$ cat src/hdl/u8d_pkg.sv
// Shared types and constants for the six-byte UTF-8 sequence decoder.
package u8d_pkg;

    localparam int unsigned BYTE_W   = 8;
    localparam int unsigned NUM_LANES = 5;          // continuation bytes 1..5
    localparam int unsigned LEN_W    = 3;
    localparam int unsigned VALUE_W  = 31;          // payload never exceeds 31 bits
    localparam int unsigned CP_W     = 32;

    // sequence lengths
    localparam logic [LEN_W-1:0] LEN_NONE = 3'd0;
    localparam logic [LEN_W-1:0] LEN_1    = 3'd1;
    localparam logic [LEN_W-1:0] LEN_2    = 3'd2;
    localparam logic [LEN_W-1:0] LEN_3    = 3'd3;
    localparam logic [LEN_W-1:0] LEN_4    = 3'd4;
    localparam logic [LEN_W-1:0] LEN_5    = 3'd5;
    localparam logic [LEN_W-1:0] LEN_6    = 3'd6;

    localparam logic [CP_W-1:0] CP_ERROR = 32'hFFFF_FFFF;

    // lead byte decode result
    typedef struct packed {
        logic [LEN_W-1:0] len;
        logic [6:0]       payload;     // raw low bits of the lead byte
    } lead_t;

    // one continuation lane result
    typedef struct packed {
        logic       ok;                // well formed, or outside the length
        logic [5:0] bits;              // six payload bits
    } lane_t;

endpackage

$ cat src/hdl/utf8_sequence_decoder_top.sv
// Top level of the six-byte UTF-8 sequence decoder stream block.
//
// Decodes one code point per transfer from a six-byte window in the original
// six-byte UTF-8 form. The lead byte sets the length (1..6), five lanes check
// the continuation bytes side by side, and a merge stage assembles the value
// and rejects overlong forms. Invalid windows give code_point -1, byte_count 0
// and the valid flag low. Throughput is one window per clock while the receiver
// takes results; a window passes the lane register, then the output register.
// While a finished result waits on the receiver, the input stays ready only as
// long as the lane register is empty; with both registers full and the receiver
// stalled, s_axis_tready drops. Surrogates and values above 0x10FFFF pass.
module utf8_sequence_decoder_top (
    input  logic        clk,
    input  logic        rst_n,
    input  logic        s_axis_tvalid,
    output logic        s_axis_tready,
    input  logic [47:0] s_axis_tdata,   // byte_0[7:0], byte_1 .. byte_5 (lowest first)
    output logic        m_axis_tvalid,
    input  logic        m_axis_tready,
    output logic [39:0] m_axis_tdata,   // code_point[31:0], byte_count[34:32], zero pad
    output logic        m_axis_tuser    // is_valid
);

    // ---- stage 0: lead decode and lanes (combinational) ----
    u8d_pkg::lead_t                            lead_c;
    u8d_pkg::lane_t [u8d_pkg::NUM_LANES-1:0]   lanes_c;

    u8d_lead u_lead (
        .lead_byte (s_axis_tdata[7:0]),
        .lead      (lead_c)
    );

    for (genvar i = 0; i < u8d_pkg::NUM_LANES; i++)
    begin : g_lane
        u8d_lane u_lane (
            .cont_byte (s_axis_tdata[8*(i+1) +: 8]),
            .in_seq    (lead_c.len > 3'(i + 1)),
            .lane      (lanes_c[i])
        );
    end

    // ---- stage 1: lane register ----
    logic                                      s1_valid_reg, s1_valid_next;
    u8d_pkg::lead_t                            s1_lead_reg;
    u8d_pkg::lane_t [u8d_pkg::NUM_LANES-1:0]   s1_lanes_reg;
    logic                                      out_free;
    logic                                      s1_free;

    assign out_free      = !m_axis_tvalid || m_axis_tready;
    assign s1_free       = !s1_valid_reg || out_free;
    assign s_axis_tready = s1_free;
    assign s1_valid_next = s1_free ? s_axis_tvalid : s1_valid_reg;

    always_ff @(posedge clk or negedge rst_n)
    begin
        if (!rst_n)
            s1_valid_reg <= 1'b0;
        else
            s1_valid_reg <= s1_valid_next;
    end

    always_ff @(posedge clk)
    begin
        if (s1_free && s_axis_tvalid)
        begin
            s1_lead_reg  <= lead_c;
            s1_lanes_reg <= lanes_c;
        end
    end

    // ---- stage 2: merge and output register ----
    logic [u8d_pkg::CP_W-1:0]  cp_c;
    logic [u8d_pkg::LEN_W-1:0] cnt_c;
    logic                      ok_c;

    u8d_merge u_merge (
        .lead       (s1_lead_reg),
        .lanes      (s1_lanes_reg),
        .code_point (cp_c),
        .byte_count (cnt_c),
        .is_valid   (ok_c)
    );

    logic                      m_valid_reg, m_valid_next;
    logic [u8d_pkg::CP_W-1:0]  m_cp_reg;
    logic [u8d_pkg::LEN_W-1:0] m_cnt_reg;
    logic                      m_ok_reg;

    assign m_valid_next = out_free ? s1_valid_reg : m_valid_reg;

    always_ff @(posedge clk or negedge rst_n)
    begin
        if (!rst_n)
            m_valid_reg <= 1'b0;
        else
            m_valid_reg <= m_valid_next;
    end

    always_ff @(posedge clk)
    begin
        if (out_free && s1_valid_reg)
        begin
            m_cp_reg  <= cp_c;
            m_cnt_reg <= cnt_c;
            m_ok_reg  <= ok_c;
        end
    end

    assign m_axis_tvalid = m_valid_reg;
    assign m_axis_tdata  = {5'd0, m_cnt_reg, m_cp_reg};
    assign m_axis_tuser  = m_ok_reg;

    // ---- assertions ----
    // a valid result always carries a nonzero length and a non-negative value
    a_valid_len: assert property (@(posedge clk) disable iff (!rst_n)
        (m_axis_tvalid && m_axis_tuser) |->
            (m_axis_tdata[34:32] != u8d_pkg::LEN_NONE && !m_axis_tdata[31]))
        else $error("valid result with zero length or negative code point");

    // an error result is all ones with zero length
    a_err_form: assert property (@(posedge clk) disable iff (!rst_n)
        (m_axis_tvalid && !m_axis_tuser) |->
            (m_axis_tdata[31:0] == u8d_pkg::CP_ERROR
             && m_axis_tdata[34:32] == u8d_pkg::LEN_NONE))
        else $error("error result not in canonical form");

    // lane register holds while the output stage is blocked
    a_s1_hold: assert property (@(posedge clk) disable iff (!rst_n)
        (s1_valid_reg && !out_free) |=> (s1_valid_reg && $stable(s1_lead_reg)
                                         && $stable(s1_lanes_reg)))
        else $error("lane register changed while stalled");

endmodule

$ cat src/hdl/u8d_lead.sv
// Lead byte decoder: sequence length and raw payload bits.
module u8d_lead (
    input  logic [u8d_pkg::BYTE_W-1:0] lead_byte,
    output u8d_pkg::lead_t             lead
);

    always_comb
    begin
        lead.payload = lead_byte[6:0];
        if (lead_byte < 8'h80)
            lead.len = u8d_pkg::LEN_1;
        else if (lead_byte < 8'hC0)
            lead.len = u8d_pkg::LEN_NONE;  // continuation byte as lead
        else if (lead_byte < 8'hE0)
            lead.len = u8d_pkg::LEN_2;
        else if (lead_byte < 8'hF0)
            lead.len = u8d_pkg::LEN_3;
        else if (lead_byte < 8'hF8)
            lead.len = u8d_pkg::LEN_4;
        else if (lead_byte < 8'hFC)
            lead.len = u8d_pkg::LEN_5;
        else if (lead_byte < 8'hFE)
            lead.len = u8d_pkg::LEN_6;
        else
            lead.len = u8d_pkg::LEN_NONE;
    end

endmodule

$ cat src/hdl/u8d_lane.sv
// One continuation byte lane: 10xxxxxx check when inside the sequence length.
module u8d_lane (
    input  logic [u8d_pkg::BYTE_W-1:0] cont_byte,
    input  logic                       in_seq,
    output u8d_pkg::lane_t             lane
);

    assign lane.ok   = !in_seq || (cont_byte[7:6] == 2'b10);
    assign lane.bits = cont_byte[5:0];

endmodule

$ cat src/hdl/u8d_merge.sv
// Merge stage: assembles the code point and rejects bad or overlong forms.
module u8d_merge (
    input  u8d_pkg::lead_t                   lead,
    input  u8d_pkg::lane_t [u8d_pkg::NUM_LANES-1:0] lanes,
    output logic [u8d_pkg::CP_W-1:0]         code_point,
    output logic [u8d_pkg::LEN_W-1:0]        byte_count,
    output logic                             is_valid
);

    logic [u8d_pkg::VALUE_W-1:0] value;
    logic [u8d_pkg::LEN_W-1:0]   min_len;
    logic                        lanes_ok;
    logic                        ok;

    always_comb
    begin
        lanes_ok = 1'b1;
        for (int i = 0; i < u8d_pkg::NUM_LANES; i++)
            lanes_ok = lanes_ok & lanes[i].ok;
    end

    always_comb
    begin
        unique case (lead.len)
            u8d_pkg::LEN_1: value = {24'd0, lead.payload};
            u8d_pkg::LEN_2: value = {20'd0, lead.payload[4:0], lanes[0].bits};
            u8d_pkg::LEN_3: value = {15'd0, lead.payload[3:0], lanes[0].bits,
                                     lanes[1].bits};
            u8d_pkg::LEN_4: value = {10'd0, lead.payload[2:0], lanes[0].bits,
                                     lanes[1].bits, lanes[2].bits};
            u8d_pkg::LEN_5: value = {5'd0, lead.payload[1:0], lanes[0].bits,
                                     lanes[1].bits, lanes[2].bits, lanes[3].bits};
            u8d_pkg::LEN_6: value = {lead.payload[0], lanes[0].bits, lanes[1].bits,
                                     lanes[2].bits, lanes[3].bits, lanes[4].bits};
            default:        value = '0;
        endcase
    end

    // shortest form that carries the value
    always_comb
    begin
        if (value <= 31'h0000_007F)
            min_len = u8d_pkg::LEN_1;
        else if (value <= 31'h0000_07FF)
            min_len = u8d_pkg::LEN_2;
        else if (value <= 31'h0000_FFFF)
            min_len = u8d_pkg::LEN_3;
        else if (value <= 31'h001F_FFFF)
            min_len = u8d_pkg::LEN_4;
        else if (value <= 31'h03FF_FFFF)
            min_len = u8d_pkg::LEN_5;
        else
            min_len = u8d_pkg::LEN_6;
    end

    assign ok         = (lead.len != u8d_pkg::LEN_NONE) && lanes_ok && (min_len == lead.len);
    assign code_point = ok ? {1'b0, value} : u8d_pkg::CP_ERROR;
    assign byte_count = ok ? lead.len : u8d_pkg::LEN_NONE;
    assign is_valid   = ok;

endmodule

$ cat config.mk
export PLATFORM = sky130hd
export DESIGN_NAME = utf8_sequence_decoder_top
export DESIGN_NICKNAME = d
export VERILOG_FILES = /design/src/hdl/u8d_pkg.sv /design/src/hdl/utf8_sequence_decoder_top.sv /design/src/hdl/u8d_lead.sv /design/src/hdl/u8d_lane.sv /design/src/hdl/u8d_merge.sv
export SDC_FILE = /design/constraint.sdc
export NUM_CORES = 1
export LEC_CHECK = 0
export BUFFER_PORTS_ARGS = -buffer_cell sky130_fd_sc_hd__buf_2
export CAP_MARGIN = 20
export CORE_MARGIN = 2
export CORE_UTILIZATION = 61
export CTS_BUF_LIST = sky130_fd_sc_hd__clkbuf_4 sky130_fd_sc_hd__clkbuf_8
export CTS_CLUSTER_DIAMETER = 120
export DETAILED_ROUTE_END_ITERATION = 12
export PLACE_DENSITY = 0.95
export SLEW_MARGIN = 10
export SYNTH_ARGS = -nofsm -noshare
export SYNTH_HDL_FRONTEND = slang
export SYNTH_HIERARCHICAL = 1
export SYNTH_SLANG_ARGS = --single-unit
$ cat constraint.sdc
create_clock -name clk -period 4.11 [get_ports clk]
set_input_delay 0 -clock clk [delete_from_list [all_inputs] [get_ports clk]]
set_output_delay 0 -clock clk [all_outputs]
set_load 0.01 [all_outputs]
==> results.sh, run 1 <==
export IMPL_syn_to_final_growth_pct=21.23
export IMPL_finalClockSkew_ns=0.008713
export IMPL_die_h_um=88.96
export IMPL_reg2reg_setup_slack_ns=0.71
export IMPL_synthFlopType="edfxtp_1"
export IMPL_num_io_pins=95
export IMPL_grt_pass1_wl_um=16060
export IMPL_clkPwrFrac=0.305
export IMPL_syn_area_um2=4403
export IMPL_synthArstFlopShare=0.02410
export IMPL_outcome="completed"
export IMPL_regArea_um2=2482
export IMPL_holdCritPathClass="input port to flip-flop"
export IMPL_vdd_drop_max_uv=223.9
export IMPL_start_util=0.6375
export IMPL_place_ws_ns=0.7717
export IMPL_path_max_fanout=21
export IMPL_pwr_share_seq=0.511
export IMPL_drt_iter0_drc=342
export IMPL_power_internal_uw=1489
export IMPL_r2r_cells=9
export IMPL_syn_area_per_cell_um2=11.56
export IMPL_muxShareOfSynthArea=0.04547
export IMPL_finalSetupViolCount=0
export IMPL_switchingPower_uw=525.1
export IMPL_dp_cells=514
export IMPL_fillerInstances=477
export IMPL_clk_path_buf_depth=2
export IMPL_leakage_uw=0.001941
export IMPL_synthXorXnorAreaFrac=0.008241
export IMPL_via_count=3324
export IMPL_clk_pin_slew_ns=0.08
export IMPL_cts_buffers=9
export IMPL_port_buffers=89
export IMPL_min_path_cells=2
export IMPL_gr_total_overflow=0
export IMPL_r2r_start="s1_lead_reg[9]"
export IMPL_first_pass_iters=5
export IMPL_synth_warnings=6
export IMPL_timing_rr_end="m_cp_reg[20]"
export IMPL_switching_share=0.2607
export IMPL_grt_pass1_vias=3309
export IMPL_viasPerCell=5.721
export IMPL_hold_path_endpoint="s1_lead_reg[7]"
export IMPL_synth_top_family_by_area="simple AND/OR/NAND/NOR gates"
export IMPL_largest_reg_flops=35
export IMPL_worst_pin_slew_ns=0.7098
export IMPL_drive_gt1_frac=0.2722
export IMPL_p_comb_frac=0.183
export IMPL_gp_congestion=0.9687
export IMPL_nNetsFinal=533
export IMPL_required_ns=4.20
export IMPL_clk_latency_ns=0.35
export IMPL_synth_fa_ha_area_frac=0
export IMPL_hold_start="s_axis_tdata[7]"
export IMPL_core_um2=6907
export IMPL_finalCritPeriodShare=0.8284
export IMPL_finalSetupTns_ns=0
export IMPL_multi_input_area_um2=1463
export IMPL_synthCells=381
export IMPL_synth_area_leader_cell="edfxtp_1"
export IMPL_fmax_mhz=293.7
export IMPL_setup_worst_path_end_class="flip-flop"
export IMPL_synthSimpleGateAreaFrac=0.1478
export IMPL_wirelength_um=10220
export IMPL_num_rows=30
export IMPL_cp_arrival_ns=3.49
export IMPL_ys_types=58
export IMPL_htree_levels=3
export IMPL_clockRootBuffer="clkbuf_8"
export IMPL_hold_viol_final=0
export IMPL_wl_per_cell_um=17.58
export IMPL_min_period_ns=3.405
export IMPL_ant_nets=0
export IMPL_drv_cap=0
export IMPL_grt_usage=0.2750
export IMPL_antenna_cells=0
export IMPL_crit_path_start_kind="flip-flop"
export IMPL_synth_edf_count=81
export IMPL_clock_sinks=83
export IMPL_rsz0062_at_grt="no"
export IMPL_maxSlewViolCount=0
export IMPL_drcViolationCount=0
export IMPL_final_cell_mix="89 x buf_2, 81 x edfxtp_1, 52 x dlygate4sd3_1"
export IMPL_power_density_nw_per_um2=377.4
export IMPL_yosysTopAreaCellShare=0.5524
export IMPL_ys_top_cells_by_area="edfxtp_1 55%, buf_4 7.2%, nand3_1 3.8%, nand2_1 3.2%, mux2i_1 2.5%"
export IMPL_layout_commonest_cell="buf_2"
export IMPL_tritoncts="done"
export IMPL_dp_hpwl_um=6631
export IMPL_fp_dieW_um=88.96
export IMPL_ys_seq_area_frac=0.5638
export IMPL_synth_seq_cells=83
export IMPL_grt_max_degree=51
export IMPL_maxSlewHeadroom=0.5258
export IMPL_critPathKind="flip-flop to flip-flop"
export IMPL_antenna_found_initial=0
export IMPL_die_area_um2=7914
export IMPL_instances_no_fill=581
export IMPL_setup_slack_ns=0.7054
export IMPL_synth_compound_area_frac=0.1259
repair_timing:
item | 4_1_cts | 5_1_grt
buffers inserted | 0 | 0
hold buffers | 52 | 0
resized for setup | 0 | 0
setup endpoints to repair | 0 | 0
hold endpoints to repair | 46 | 0
per-layer routing:
| metal | global-route usage | routed length (um) | vias up |
|---|---|---|---|
| met3 | 0.05540 | 780 | 21 |
| met4 | 0.1289 | 215 | 0 |
| met1 | 0.3457 | 3969 | 1570 |
| li1 | - | - | 1560 |
| met2 | 0.4607 | 5250 | 173 |
| met5 | 0 | 0 | - |
worst max path at each step:
stage | startpoint | to
floorplan | s1_lead_reg[7] | m_cp_reg[23]
global placement | s1_lead_reg[7] | m_cp_reg[10]
detailed placement | s1_lead_reg[7] | m_cp_reg[20]
CTS | s1_lead_reg[7] | m_cp_reg[20]
global route | s1_lead_reg[7] | m_cp_reg[20]
finish | s1_lead_reg[9] | m_cp_reg[20]
logic make-up after synthesis:
group                  count (synthesis)
other                                  1
flip-flops                            83
AO/OA/AOI/OAI                         76
AND/OR/NAND/NOR                      126
buffers and inverters                 74
XOR/XNOR                               2
multiplexers                          19
power groups by stage:
stage          logic (uW)  clock network, uW  registers [uW]
2_1_floorplan         253                  0            1050
3_3_place_gp          311                  0            1050
3_5_place_dp          322                  0            1050
4_1_cts               360                617            1030
5_1_grt               402                658            1040
6_report              369                615            1030
cells in the mapped netlist (2+ instances only):
cell and n:
o21ai_2 6, edfxtp_1 81, dfrtp_1 2, nand3_1 33
a21o_1 4, and2_1 5, buf_4 42, nand2b_1 8
o21ai_0 13, a221o_1 4, o211ai_1 3, nand2_1 37
clkbuf_1 3, buf_1 3, mux2_2 6, a32o_1 2
and3b_1 2, buf_2 14, and3_1 2, a21oi_1 14
mux2i_1 11, a22oi_1 4, buf_6 3, nand3b_1 4
nor2_1 11, nor2b_1 8, inv_1 9, a211oi_1 2
o21a_1 3, and4_1 2, mux2_1 2, nor3_1 7
a31oi_1 3, a221oi_1 2, a32oi_1 3
layout make-up:
type                    count  area share
clock inverters             6     0.01524
multi-input cells         228      0.2740
flip-flops and latches     83      0.4651
well taps                  96     0.02250
clock buffers               9     0.02321
repair buffers            150      0.1936
inverters                   9    0.006329
per-stage QoR:
| step | power (uW) | hold WS (ns) | cell area (um^2) | utilization |
|---|---|---|---|---|
| after global placement | 1357 | -0.2157 | 4612 | 0.6678 |
| after global routing | 2097 | 0.1079 | 5338 | 0.7728 |
| after detailed placement | 1371 | -0.2105 | 4612 | 0.6678 |
| after floorplan | 1303 | -0.2956 | 4418 | - |
| after CTS | 2005 | 0.1041 | 5338 | 0.7728 |
| final | 2014 | 0.1103 | 5338 | 0.7728 |
critical path, cell delays in order (launching register included):
cell and delay (ns):
edfxtp_1 0.60, nor2b_1 0.64, a22oi_1 0.20, o22a_1 0.26, and4_1 0.22, o21bai_1 0.26
a22oi_4 0.14, xnor2_4 0.44, buf_4 0.27, nand3_1 0.11
Power figures use the tool's default switching activity.
==> run 2, diff against run 1 <==
- CORE_UTILIZATION: 61 -> 57
- clock period: 4.11 -> 3.3 ns (I/O delays scaled with it)
==> run 2 against run 1 <==
Worst hold slack better by 0.020 ns. Clock power up 35%. Clock-buffer cell count up 5. Largest cell class unchanged. Core utilization down 5.6 points. Die area up 6.7%. Clock skew up 0.0033 ns. Power up 29%.
==> results.sh, run 2 (synthesized netlist as in run 1, its figures left out) <==
export IMPL_largest_reg_flops=35
export IMPL_antenna_found_initial=0
export IMPL_critPathLaunch="s1_lead_reg[7]"
export IMPL_ant_nets=0
export IMPL_num_rows=32
export IMPL_htree_levels=3
export IMPL_clkPwrFrac=0.318
export IMPL_min_period_ns=3.134
export IMPL_grt_pass1_wl_um=16700
export IMPL_hold_viol_final=0
export IMPL_maxSlewHeadroom=0.3429
export IMPL_wirelength_um=10620
export IMPL_cts_buffers=9
export IMPL_path_max_fanout=22
export IMPL_port_buffers=89
export IMPL_grt_usage=0.2619
export IMPL_nNetsFinal=541
export IMPL_switchingPower_uw=649.7
export IMPL_crit_path_start_kind="flip-flop"
export IMPL_cp_arrival_ns=3.21
export IMPL_die_h_um=91.89
export IMPL_r2r_cells=11
export IMPL_outcome="completed"
export IMPL_required_ns=3.38
export IMPL_setup_worst_path_end_class="flip-flop"
export IMPL_critPathKind="flip-flop to flip-flop"
export IMPL_power_internal_uw=1957
export IMPL_vdd_drop_max_uv=263.1
export IMPL_rsz0062_at_grt="no"
export IMPL_drcViolationCount=0
export IMPL_maxSlewViolCount=0
export IMPL_finalSetupTns_ns=0
export IMPL_drive_gt1_frac=0.2895
export IMPL_gp_congestion=0.9847
export IMPL_min_path_cells=2
export IMPL_hold_start="s_axis_tdata[7]"
export IMPL_final_cell_mix="89 x buf_2, 81 x edfxtp_1, 52 x dlygate4sd3_1"
export IMPL_grt_pass1_vias=3325
export IMPL_wl_per_cell_um=17.83
export IMPL_power_density_nw_per_um2=478.1
export IMPL_r2r_start="s1_lead_reg[7]"
export IMPL_layout_commonest_cell="buf_2"
export IMPL_finalCritPeriodShare=0.9498
export IMPL_switching_share=0.2492
export IMPL_drt_iter0_drc=344
export IMPL_via_count=3336
export IMPL_gr_total_overflow=0
export IMPL_first_pass_iters=7
export IMPL_worst_pin_slew_ns=0.9836
export IMPL_dp_hpwl_um=6917
export IMPL_syn_to_final_growth_pct=23.84
export IMPL_clk_pin_slew_ns=0.07
export IMPL_finalSetupViolCount=0
export IMPL_holdCritPathClass="input port to flip-flop"
export IMPL_antenna_cells=0
export IMPL_clockRootBuffer="clkbuf_8"
export IMPL_grt_max_degree=46
export IMPL_pwr_share_seq=0.491
export IMPL_fp_dieW_um=91.89
export IMPL_clock_sinks=83
export IMPL_hold_ws_ns=0.1302
export IMPL_leakage_uw=0.002005
export IMPL_clk_path_buf_depth=2
export IMPL_start_util=0.5788
export IMPL_viasPerCell=5.597
export IMPL_tritoncts="done"
export IMPL_fmax_mhz=319.0
export IMPL_finalClockSkew_ns=0.01198
export IMPL_p_comb_frac=0.190
export IMPL_drv_cap=0
export IMPL_die_area_um2=8444
export IMPL_num_io_pins=95
export IMPL_clk_latency_ns=0.35
export IMPL_core_um2=7607
## run 2: cell types whose count changed in the layout (fill, tap and decap cells not counted), sizes merged
cell      before  now
buf           98  106
clkbuf         9   14
clkinv         3    0
clkinvlp       1    0
## run 2: cell type report
cell class	instances	area [um^2]
Fill cell	542	2155
Tap cell	102	127.6
Sequential cell	83	2482
Clock inverter	2	60.06
Timing Repair Buffer	158	1106
Inverter	9	33.78
Clock buffer	14	173.9
Multi-Input combinational cell	228	1469
## run 2: per-layer routing
layer	global-route usage	wire length [um]	vias to the layer above	share of wire
li1	-	-	1571	-
met1	0.3211	4147	1542	0.39
met2	0.4424	5351	192	0.50
met3	0.04684	732	31	0.069
met4	0.1393	392	0	0.037
met5	0	0	-	0
## run 2: final timing paths
check / end / slack [ns]
worst max-delay path: m_cp_reg[17] / 0.17
worst min-delay path: s1_lead_reg[7] / 0.13
worst max register to register: m_cp_reg[17] / 0.17
worst min register to register: m_axis_tvalid / 0.58
max in group asynchronous: s1_valid_reg / 2.66
min in group asynchronous: m_axis_tvalid / 0.51
## run 2: per-stage QoR
stage	cells	total power (uW)	util	setup WS [ns]	area [um^2]
2_1_floorplan	385	1623	-	0.6821	4418
3_3_place_gp	526	1712	0.6148	0.1702	4677
3_5_place_dp	526	1728	0.6148	0.1367	4677
4_1_cts	594	2587	0.7140	0.1073	5431
5_1_grt	596	2709	0.7168	0.009755	5453
6_report	596	2607	0.7168	0.1655	5453
## run 2: timing repair
action | in CTS | in global routing
hold buffers | 52 | 0
setup endpoints to repair | 0 | 33
resized for setup | 0 | 2
endpoints found under the hold margin | 46 | 0
buffers inserted | 0 | 2
## run 2: power by group through the flow
stage                     clock network [uW]  logic [uW]  registers, uW
after global routing                     885         537           1290
after CTS                                835         471           1280
after detailed placement                   0         424           1300
after floorplan                            0         315           1310
after global placement                     0         411           1300
final                                    829         496           1280
## run 2: critical path, cell delays in order, from the launching register on
cell and delay (ns):
edfxtp_1 0.49, buf_4 0.28, buf_4 0.27, nor2b_1 0.13, a32oi_1 0.34, and3_1 0.23
nand3_1 0.14, o21bai_1 0.23, a22oi_4 0.24, xnor2_4 0.21, buf_12 0.19, o211ai_1 0.10
==> run 3, diff against run 2 <==
- ABC_AREA: unset -> 1
==> run 3 against run 2 <==
Fmax is 4.4% higher. Die area is 0.54% lower. Largest cell class unchanged. Routed wire length is 4.0% higher. Sequential power hardly changed. Clock-buffer cell count is 2 lower. Register-to-register slack better by 0.13 ns. Design area is 1.3% lower.
==> results.sh, run 3 <==
export IMPL_min_path_cells=4
export IMPL_finalSetupTns_ns=0
export IMPL_clk_path_buf_depth=2
export IMPL_num_io_pins=95
export IMPL_grt_usage=0.2754
export IMPL_viasPerCell=5.493
export IMPL_cp_arrival_ns=3.07
export IMPL_reg2reg_setup_slack_ns=0.30
export IMPL_setup_worst_path_end_class="flip-flop"
export IMPL_ys_top_cells_by_area="edfxtp_1 56%, nand2_1 10%, buf_4 8.1%, nand4_1 4.7%, inv_1 4.5%"
export IMPL_drt_iter0_drc=424
export IMPL_largest_reg_flops=35
export IMPL_fp_dieW_um=91.64
export IMPL_leakage_uw=0.002254
export IMPL_fillerInstances=540
export IMPL_synthCells=463
export IMPL_drcViolationCount=0
export IMPL_tritoncts="done"
export IMPL_synth_warnings=6
export IMPL_dp_hpwl_um=7304
export IMPL_finalClockSkew_ns=0.01562
export IMPL_cp_cell_sequence="inv_2 -> nor3_2 -> inv_1 -> o22ai_1 -> nor2_1 -> nand2_1 -> nor2_1 -> nand2_1 -> nand2_1 -> nand2_1 -> nand2_1 -> nor2_4 -> buf_12 -> nand2_1"
export IMPL_dp_cells=609
export IMPL_syn_area_per_cell_um2=9.456
export IMPL_nNetsFinal=626
export IMPL_syn_area_um2=4378
export IMPL_drive_gt1_frac=0.2332
export IMPL_rsz0062_at_grt="no"
export IMPL_core_um2=7331
export IMPL_r2r_cells=14
export IMPL_antenna_cells=0
export IMPL_htree_levels=3
export IMPL_cts_resized_gates=0
export IMPL_min_period_ns=3.002
export IMPL_cp_slowest_cell="edfxtp_1"
export IMPL_power_total_uw=2363
export IMPL_wirelength_um=11050
export IMPL_gp_congestion=0.9139
export IMPL_power_density_nw_per_um2=439.0
export IMPL_synthTopCellsByCount="118 x nand2_1, 81 x edfxtp_1, 53 x inv_1, 47 x buf_4, 37 x nor2_1"
export IMPL_synth_most_common_cell="nand2_1"
export IMPL_grt_pass1_vias=3618
export IMPL_gr_total_overflow=0
export IMPL_crit_top_cell="nand2_1"
export IMPL_ys_seq_area_frac=0.5670
export IMPL_finalSetupViolCount=0
export IMPL_timing_rr_end="m_cp_reg[5]"
export IMPL_holdCritPathClass="input port to flip-flop"
export IMPL_critPathMaxStageDelay_ns=0.62
export IMPL_synthArstFlopShare=0.02410
export IMPL_via_count=3724
export IMPL_r2r_start="s1_lead_reg[8]"
export IMPL_cts_setup_buffers=0
export IMPL_clockRootBuffer="clkbuf_8"
export IMPL_drv_cap=0
export IMPL_yosysTopAreaCellShare=0.5556
export IMPL_die_h_um=91.64
export IMPL_synthFlopType="edfxtp_1"
export IMPL_clock_sinks=83
export IMPL_synth_edf_count=81
export IMPL_critPathKind="flip-flop to flip-flop"
export IMPL_path_max_fanout=33
export IMPL_port_buffers=89
export IMPL_clk_pin_slew_ns=0.08
export IMPL_wl_per_cell_um=16.29
export IMPL_instances_no_fill=678
export IMPL_layout_commonest_cell="nand2_1"
export IMPL_syn_to_final_growth_pct=22.98
export IMPL_final_cell_mix="118 x nand2_1, 89 x buf_2, 81 x edfxtp_1"
export IMPL_maxSlewHeadroom=0.3432
export IMPL_cts_buffers=9
export IMPL_grt_max_degree=46
export IMPL_finalCritPeriodShare=0.9097
export IMPL_fmax_mhz=333.1
export IMPL_outcome="completed"
export IMPL_first_pass_iters=6
export IMPL_ant_nets=0
export IMPL_maxSlewViolCount=0
export IMPL_vdd_drop_max_uv=292.3
export IMPL_hold_viol_final=0
export IMPL_hold_path_endpoint="s1_lanes_reg[6]"
export IMPL_synth_area_leader_cell="edfxtp_1"
export IMPL_synth_seq_cells=83
export IMPL_hold_start="s_axis_tdata[14]"
export IMPL_grt_pass1_wl_um=17800
export IMPL_num_rows=31
export IMPL_die_area_um2=8398
export IMPL_ys_types=30
export IMPL_worst_pin_slew_ns=0.9604
export IMPL_start_util=0.5972
export IMPL_antenna_found_initial=0
export IMPL_required_ns=3.36
export IMPL_clk_latency_ns=0.35
export IMPL_crit_path_start_kind="flip-flop"
run 3: critical path, delay by kind of cell (launching register included):
kind            cells  cell delay (ns)
flops               1             0.62
compound gates      1             0.16
simple gates       10             1.36
buf+inv             3             0.57
run 3: power breakdown:
| group | switching, uW | internal, uW |
|---|---|---|
| combinational | 253 | 167 |
| sequential | 40.3 | 1240 |
| clock | 348 | 309 |
run 3: what timing repair did:
| item | in CTS | in global routing |
|---|---|---|
| endpoints found under the setup margin | 0 | 0 |
| hold buffers | 52 | 0 |
| hold endpoints to repair | 47 | 0 |
run 3: cell families (layout without fill, tap and decap cells):
group / Yosys count / after routing / share of synthesized area
simple gates: 221 / 221 / 0.2269
buf+inv: 120 / 232 / 0.1492
other cells: 1 / 5 / 0.0008566
flops: 83 / 83 / 0.5670
compound gates: 38 / 38 / 0.05602
run 3: metrics by stage:
step / util / hold slack (ns) / instance area [um^2] / setup slack [ns]
3_3_place_gp: 0.6361 / -0.2152 / 4663 / 0.4685
4_1_cts: 0.7317 / 0.003352 / 5364 / 0.3724
6_report: 0.7344 / 0.04674 / 5384 / 0.2979
3_5_place_dp: 0.6361 / -0.2112 / 4663 / 0.3835
2_1_floorplan: - / -0.2956 / 4393 / 0.6047
5_1_grt: 0.7344 / 0.08262 / 5384 / 0.02706
run 3: worst max-delay path by stage:
stage | slack [ns] | to | from | depth (start not counted)
CTS | 0.37 | m_cp_reg[5] | s1_lead_reg[8] | 14
detailed placement | 0.38 | m_cp_reg[1] | s1_lead_reg[8] | 14
finish | 0.30 | m_cp_reg[5] | s1_lead_reg[8] | 14
global placement | 0.47 | m_cp_reg[5] | s1_lead_reg[8] | 14
global route | 0.03 | m_cp_reg[5] | s1_lead_reg[8] | 14
floorplan | 0.60 | m_axis_tuser | m_axis_tvalid | 1
run 3: final cells by class:
class / instances / area, um^2 / share of cell area
clock buffers: 12 / 152.6 / 0.02835
clock inverters: 4 / 27.53 / 0.005113
inverters: 60 / 225.2 / 0.04183
multi-input cells: 264 / 1269 / 0.2357
flip-flops and latches: 83 / 2482 / 0.4611
well taps: 99 / 123.9 / 0.02301
repair buffers: 156 / 1104 / 0.2050
run 3: routing by layer:
metal	GRT usage	routed length, um	up-vias
li1	-	-	1739
met1	0.3485	4258	1719
met2	0.4773	5608	228
met3	0.03451	820	38
met4	0.1174	360	0
met5	0	0	-
